<file path="config.mk">
export PLATFORM = sky130hd
export DESIGN_NAME = bfp9_iq_decompressor
export DESIGN_NICKNAME = d
export VERILOG_FILES = /design/src/hdl/bfp9_pkg.sv /design/src/hdl/bfp9_unpack.sv /design/src/hdl/bfp9_iq_decompressor.sv
export SDC_FILE = /design/constraint.sdc
export NUM_CORES = 1
export LEC_CHECK = 0
export BUFFER_PORTS_ARGS = -buffer_cell sky130_fd_sc_hd__buf_2
export CAP_MARGIN = 20
export CORE_MARGIN = 5
export CORE_UTILIZATION = 45
export DETAILED_ROUTE_END_ITERATION = 10
export PLACE_DENSITY_LB_ADDON = 0.08
export SYNTH_ARGS = -nofsm -noshare
export SYNTH_HDL_FRONTEND = slang
export SYNTH_SLANG_ARGS = --single-unit
</file>
<file path="constraint.sdc">
create_clock -name clk_i -period 7.9 [get_ports clk_i]
set_input_delay 0 -clock clk_i [delete_from_list [all_inputs] [get_ports clk_i]]
set_output_delay 0 -clock clk_i [all_outputs]
set_load 0.005 [all_outputs]
</file>
<file path="src/hdl/bfp9_pkg.sv">
package bfp9_pkg;

  localparam int unsigned PrbBytes      = 28;
  localparam int unsigned SamplesPerPrb = 24;

  localparam int unsigned ByteW   = 8;
  localparam int unsigned MantW   = 9;
  localparam int unsigned SampleW = 16;
  localparam int unsigned ExpW    = 4;
  localparam int unsigned CountW  = 9;
  localparam int unsigned IdxW    = 5;

  localparam logic [CountW-1:0] PrbCountReset = CountW'(273);

  localparam logic [MantW-1:0]   MantMask = 9'h1FF;
  localparam logic [MantW-1:0]   MantSign = 9'h100;
  localparam logic [SampleW-1:0] MantExt  = 16'hFE00;

  // one decoded result word plus its valid flag
  typedef struct packed {
    logic               valid;
    logic [SampleW-1:0] sample;
    logic               is_quadrature;
    logic               last_in_prb;
    logic               last_in_packet;
    logic               too_short;
  } bfp9_res_t;

  // sign-extend a 9-bit mantissa and scale it by the block exponent, wrapping to 16 bits
  function automatic logic [SampleW-1:0] expand(input logic [MantW-1:0] raw,
                                               input logic [ExpW-1:0]  expo);
    logic [SampleW-1:0] ext;
    ext = {{(SampleW-MantW){1'b0}}, raw & MantMask};
    if ((raw & MantSign) != '0) begin
      ext = ext | MantExt;
    end
    return ext << expo;
  endfunction

endpackage

</file>
<file path="src/hdl/bfp9_unpack.sv">
module bfp9_unpack (
  input  logic                         clk_i,
  input  logic                         rst_ni,
  input  logic                         accept_i,
  input  logic [bfp9_pkg::ByteW-1:0]   data_byte_i,
  input  logic                         end_of_buffer_i,
  input  logic [bfp9_pkg::CountW-1:0]  prb_count_i,
  output bfp9_pkg::bfp9_res_t          res_o
);

  logic [bfp9_pkg::ExpW-1:0]    exp_q, exp_d;
  logic [bfp9_pkg::SampleW-1:0] acc_q, acc_d;
  logic [bfp9_pkg::IdxW-1:0]    bits_q, bits_d;
  logic [bfp9_pkg::IdxW-1:0]    byte_idx_q, byte_idx_d;
  logic [bfp9_pkg::IdxW-1:0]    smp_idx_q, smp_idx_d;
  logic [bfp9_pkg::CountW-1:0]  prbs_q, prbs_d;

  logic [bfp9_pkg::IdxW-1:0]    bits_sum;
  logic [bfp9_pkg::IdxW-1:0]    bits_left;
  logic [bfp9_pkg::IdxW-1:0]    byte_next;
  logic [bfp9_pkg::CountW-1:0]  prbs_inc;
  logic [bfp9_pkg::SampleW-1:0] acc_shift;
  logic [bfp9_pkg::MantW-1:0]   raw;
  logic                         all_done;

  always_comb begin
    exp_d      = exp_q;
    acc_d      = acc_q;
    bits_d     = bits_q;
    byte_idx_d = byte_idx_q;
    smp_idx_d  = smp_idx_q;
    prbs_d     = prbs_q;
    res_o      = '0;
    all_done   = 1'b0;
    bits_sum   = bits_q + bfp9_pkg::IdxW'(8);
    bits_left  = bits_sum - bfp9_pkg::IdxW'(9);
    byte_next  = byte_idx_q + bfp9_pkg::IdxW'(1);
    prbs_inc   = prbs_q + bfp9_pkg::CountW'(1);
    acc_shift  = {acc_q[7:0], data_byte_i} >> bits_left[2:0];
    raw        = acc_shift[bfp9_pkg::MantW-1:0];

    if (accept_i) begin
      if (prbs_q >= prb_count_i) begin
        // trailing bytes: only the end mark matters
        if (end_of_buffer_i) begin
          acc_d      = '0;
          bits_d     = '0;
          byte_idx_d = '0;
          smp_idx_d  = '0;
          prbs_d     = '0;
        end
      end else begin
        if (byte_idx_q == '0) begin
          exp_d     = data_byte_i[bfp9_pkg::ExpW-1:0];
          acc_d     = '0;
          bits_d    = '0;
          smp_idx_d = '0;
        end else begin
          acc_d = {acc_q[7:0], data_byte_i};
          if (bits_sum >= bfp9_pkg::IdxW'(9) &&
              smp_idx_q < bfp9_pkg::IdxW'(bfp9_pkg::SamplesPerPrb)) begin
            bits_d               = bits_left;
            res_o.valid          = 1'b1;
            res_o.sample         = bfp9_pkg::expand(raw, exp_q);
            res_o.is_quadrature  = smp_idx_q[0];
            res_o.last_in_prb    =
              (smp_idx_q == bfp9_pkg::IdxW'(bfp9_pkg::SamplesPerPrb - 1));
            res_o.last_in_packet = res_o.last_in_prb && (prbs_inc == prb_count_i);
            smp_idx_d            = smp_idx_q + bfp9_pkg::IdxW'(1);
          end else begin
            bits_d = bits_sum;
          end
        end

        if (byte_next >= bfp9_pkg::IdxW'(bfp9_pkg::PrbBytes)) begin
          byte_idx_d = '0;
          smp_idx_d  = '0;
          bits_d     = '0;
          acc_d      = '0;
          prbs_d     = prbs_inc;
          all_done   = (prbs_inc >= prb_count_i);
        end else begin
          byte_idx_d = byte_next;
        end

        if (end_of_buffer_i) begin
          acc_d      = '0;
          bits_d     = '0;
          byte_idx_d = '0;
          smp_idx_d  = '0;
          prbs_d     = '0;
          if (!all_done) begin
            // early end: the word carries only the error flag
            res_o           = '0;
            res_o.valid     = 1'b1;
            res_o.too_short = 1'b1;
          end
        end
      end
    end
  end

  always_ff @(posedge clk_i or negedge rst_ni) begin
    if (!rst_ni) begin
      exp_q      <= '0;
      acc_q      <= '0;
      bits_q     <= '0;
      byte_idx_q <= '0;
      smp_idx_q  <= '0;
      prbs_q     <= '0;
    end else begin
      exp_q      <= exp_d;
      acc_q      <= acc_d;
      bits_q     <= bits_d;
      byte_idx_q <= byte_idx_d;
      smp_idx_q  <= smp_idx_d;
      prbs_q     <= prbs_d;
    end
  end

  a_bits_bound: assert property (@(posedge clk_i) disable iff (!rst_ni)
    bits_q <= bfp9_pkg::IdxW'(8))
    else $error("bit reservoir holds more than one byte");

  a_byte_bound: assert property (@(posedge clk_i) disable iff (!rst_ni)
    byte_idx_q < bfp9_pkg::IdxW'(bfp9_pkg::PrbBytes))
    else $error("byte index past end of PRB");

  a_smp_bound: assert property (@(posedge clk_i) disable iff (!rst_ni)
    smp_idx_q <= bfp9_pkg::IdxW'(bfp9_pkg::SamplesPerPrb))
    else $error("sample index past end of PRB");

  a_err_clean: assert property (@(posedge clk_i) disable iff (!rst_ni)
    res_o.too_short |-> (res_o.sample == '0 && !res_o.last_in_prb &&
                         !res_o.last_in_packet && !res_o.is_quadrature))
    else $error("error word carries sample data");

  a_eob_restart: assert property (@(posedge clk_i) disable iff (!rst_ni)
    (accept_i && end_of_buffer_i) |=> (byte_idx_q == '0 && prbs_q == '0 && bits_q == '0))
    else $error("counters not cleared after end mark");

endmodule

</file>
<file path="src/hdl/bfp9_iq_decompressor.sv">
// BFP 9-bit IQ decompressor.
// Input stream: one compressed byte per word on s_axis; tlast marks the last
// byte of a buffer. Each PRB is 28 bytes: an exponent byte (low nibble used)
// then 24 packed 9-bit mantissas, MSB first, I and Q alternating.
// Output stream: one 16-bit sample per word on m_axis; tlast marks the last
// sample of the last PRB, tuser carries I/Q, last-of-PRB and the too-short flag.
// An end mark before prb_count PRBs are complete yields one too-short word
// with a zero sample. Bytes after prb_count PRBs yield nothing.
// Throughput: one byte per cycle while the receiver keeps up. Each byte goes
// through a single pass of unpack/scale logic into the output register, so a
// result word is valid the cycle after its byte is taken.
// A stalled receiver holds the output register; the input is still taken
// whenever the output register is empty or being drained in that cycle.
// Reset: prb_count returns to 273, all counters clear, output empty. The user must
// write prb_count via cfg_wr_en_i / cfg_wdata_i only while idle; not enforced.
module bfp9_iq_decompressor (
  input  logic                               clk_i,
  input  logic                               rst_ni,
  input  logic                               s_axis_tvalid_i,
  output logic                               s_axis_tready_o,
  input  logic [bfp9_pkg::ByteW-1:0]         s_axis_tdata_i,  // [7:0] data_byte
  input  logic                               s_axis_tlast_i,  // end_of_buffer
  output logic                               m_axis_tvalid_o,
  input  logic                               m_axis_tready_i,
  output logic [bfp9_pkg::SampleW-1:0]       m_axis_tdata_o,  // [15:0] sample
  output logic                               m_axis_tlast_o,  // last_in_packet
  output logic [2:0]                         m_axis_tuser_o,  // [0] is_quadrature,
                                                              // [1] last_in_prb,
                                                              // [2] too_short
  input  logic                               cfg_wr_en_i,
  input  logic [bfp9_pkg::CountW-1:0]        cfg_wdata_i
);

  logic [bfp9_pkg::CountW-1:0] prb_count_q;
  logic                        out_valid_q, out_valid_d;
  logic                        in_accept;
  bfp9_pkg::bfp9_res_t         res;
  bfp9_pkg::bfp9_res_t         out_q;

  assign s_axis_tready_o = !out_valid_q || m_axis_tready_i;
  assign in_accept       = s_axis_tvalid_i && s_axis_tready_o;

  bfp9_unpack u_unpack (
    .clk_i           (clk_i),
    .rst_ni          (rst_ni),
    .accept_i        (in_accept),
    .data_byte_i     (s_axis_tdata_i),
    .end_of_buffer_i (s_axis_tlast_i),
    .prb_count_i     (prb_count_q),
    .res_o           (res)
  );

  always_comb begin
    out_valid_d = out_valid_q;
    if (in_accept) begin
      out_valid_d = res.valid;
    end else if (m_axis_tready_i) begin
      out_valid_d = 1'b0;
    end
  end

  always_ff @(posedge clk_i or negedge rst_ni) begin
    if (!rst_ni) begin
      prb_count_q <= bfp9_pkg::PrbCountReset;
      out_valid_q <= 1'b0;
    end else begin
      out_valid_q <= out_valid_d;
      if (cfg_wr_en_i) begin
        prb_count_q <= cfg_wdata_i;
      end
    end
  end

  always_ff @(posedge clk_i) begin
    if (in_accept && res.valid) begin
      out_q <= res;
    end
  end

  assign m_axis_tvalid_o = out_valid_q;
  assign m_axis_tdata_o  = out_q.sample;
  assign m_axis_tlast_o  = out_q.last_in_packet;
  assign m_axis_tuser_o  = {out_q.too_short, out_q.last_in_prb, out_q.is_quadrature};

endmodule

</file>
==> metrics <==
outcome complete, no violations; yosys warns 0; gr ovfl total 0; Synth top area share 23.65%; Post-CTS Setup Repair Bufs 0; Hold Crit Start cfg_wr_en_i; fin crit share 52.16%; Worst Path Max Fanout 21; die area 0.01222 sq mm; reg-to-reg setup timing slack 3.78 ns; largest net degree at the start of global routing 47; Yosys cell types 70; layout cells sized above 1 19.19%; count of final setup violators 0; Post-synth EDFFs 20; crit end category flip-flop; register area share after synthesis 38.58%; Max-Cap Viols 0; Pwr Total 1.781 mW; port bufs 44; Synth area leader dfrtp_1; setup TNS 0 ns; Tot GR Track Use 18.83%; max-slew violations 0; Worst Reg-to-Reg Cells 8; die width 110.6 microns; crit path DAT 4.20 ns; ANT cells 0; worst-margin pin slew 0.9918 ns; most frequent cells after synthesis dfrtp_1, inv_1, nor2_1; total number of vias 3737; Total Nets Final 559; Syn Area/Cell 10.07 sq um; Critical Path RT 7.98 ns; post-synthesis cell count 452; Skew-Pair Late Insertion Delay 0.35 ns; synthesized area 0.004551 sq mm; H-tree depth 3; Final Skew 0.01556 ns; Finished Layout Cells 649; asr flop ratio synth 69.70%; Seq cells post-synth 66; Lkg Pwr 2.227 nW; Remaining DRCs 0; final worst slack 3.779 ns; CP Launch Type flip-flop; drt pass-1 iters 4; initial drt markers 167; drt wl/cell 17.53 microns; initial antenna violation count 0; Final Hold Violating Endpoints 0; worst path cell trace inv_1 > ha_1 > mux2i_1 > mux4_2 > clkinv_1 > mux4_2 > a22oi_1 > a211oi_1; CTS Buf Count 9; vias in the first global route 3781; hold path endpoint prb_count_q[8]; Hold Path Depth 3; Critical Path Most Common Cell mux4_2; unrepaired setup endpoints after global routing false; Max VDD drop 0.1976 mV; first-pass GRT wire length 19.29 mm; Synth area leaders dfrtp_1, edfxtp_1, ha_1; CP max-delay cell ha_1; I/O pin count 45; delay of the slowest cell on the worst path 1.01 ns; fill cell count 934; Core ar. 0.009819 sq mm; clock sinks 66; Clock Root Buffer clkbuf_8; Post-synth top flop dfrtp_1; Die Ht 110.6 microns; most frequent cell after synthesis dfrtp_1; Pwr Density 338.6 mW/mm^2; pre-CTS WS 3.768 ns; Clock Pin Slew Worst Setup and Hold Paths 0.08 ns; Mapped Nets 500; Hold-fix buffers, CTS 19; CP Class reg2reg; worst flop-to-flop path startpoint u_unpack.bits_q[0]; Tmin final 4.121 ns; Starting Density 46.34%; CTS tree yes; HP Class in2reg; Max-slew headroom 33.01%; achievable frequency 242.7 MHz; drt total wl 11.38 mm; area grow syn2layout 15.62%; PostCTS Resize Cnt 0; r2r endpoint m_axis_tdata_o[13]; dpl hpwl 8.387 mm; DRT antenna net count 0; dpl cells 612; vias per inst 5.758; GP Congestion 0.9263; row cnt 36; Clock Tree Buf Depth 2; post-layout util 53.58%
worst max-delay path by stage:
stage	to	slack [ns]	cells past startpoint	start
CTS	m_axis_tdata_o[13]	3.77	8	u_unpack.bits_q[0]
finish	m_axis_tdata_o[13]	3.78	8	u_unpack.bits_q[0]
detailed placement	m_axis_tdata_o[13]	3.77	8	u_unpack.bits_q[0]
global placement	m_axis_tdata_o[13]	3.95	8	u_unpack.bits_q[0]
global route	m_axis_tdata_o[13]	3.43	8	u_unpack.bits_q[0]
floorplan	m_axis_tdata_o[11]	4.79	9	u_unpack.bits_q[0]
final cells by class:
cell class | count | area (sq um) | share of cell area [%]
multi-input cells | 332 | 2561 | 48.68
flip-flops and latches | 66 | 1755 | 33.36
clock buffers | 11 | 141.4 | 2.687
clock inverters | 5 | 52.55 | 0.9988
well taps | 133 | 166.4 | 3.163
inverters | 36 | 135.1 | 2.568
repair buffers | 66 | 449.2 | 8.537
worst max-delay path, delay by kind of cell, from the launching register on:
| kind | cells | cell delay, ns |
|---|---|---|
| AO/OA/AOI/OAI | 2 | 0.38 |
| adder cells (fa/ha/maj) | 1 | 1.01 |
| buffers and inverters | 2 | 0.43 |
| flip-flops | 1 | 0.67 |
| multiplexers | 3 | 1.36 |
power breakdown:
part / switching [mW] / internal, mW / leakage (nW)
sequential: 0.107 / 0.412 / 0.800
clock: 0.138 / 0.153 / 0.0973
combinational: 0.549 / 0.423 / 1.33
metrics by stage:
stage	hold WS [ns]	instance area, sq um
global route	0.04946	5261
detailed placement	0.2137	4846
finish	0.008409	5261
floorplan	-0.2956	4551
global placement	0.2082	4846
CTS	0.009821	5230
registers in the layout (all words and copies together), names as in the netlist:
register / count
m_axis_tdata_o: 16
m_axis_tlast_o: 1
m_axis_tuser_o: 3
m_axis_tvalid_o: 1
prb_count_q: 9
u_unpack.acc_q: 8
u_unpack.bits_q: 5
u_unpack.byte_idx_q: 5
u_unpack.exp_q: 4
u_unpack.prbs_q: 9
u_unpack.smp_idx_q: 5
cell usage in the layout (no fill, tap or decap), drive strengths merged, types with 5 or more instances in the layout:
master        n
a22o          8
nor3         12
clkinv        6
a31oi         7
xnor2         8
dlygate4sd3  19
nand2b       12
a21oi        11
mux2i        28
o21ai        28
clkbuf       11
ha           25
a211oi        5
nor2         31
edfxtp       20
mux2         15
inv          33
mux4         11
dfrtp        43
buf          47
nand2        30
nand3        20
cells by family (layout without fill, tap and decap cells):
family,count (synthesis),after routing,share of synthesized area [%]
and+or+nand+nor,133,133,14.74
AOI/OAI and AO/OA,108,108,16.88
DFF,66,66,38.58
muxes,54,54,15.31
buffers and inverters,54,118,5.141
adders and majority gates,25,25,6.874
xor gates and xnor gates,12,12,2.475
layer usage:
metal  vias to the layer above  wire length (microns)  share of wire, %  track usage [%]
li1                       1823                      -                 -                -
met1                      1818                   5660                50            26.57
met2                        87                   5180                46            30.06
met3                         9                    470               4.1            3.173
met4                         0                     65              0.57            4.926
met5                         -                      0                 0                0
(Power assumes the default switching activity.)
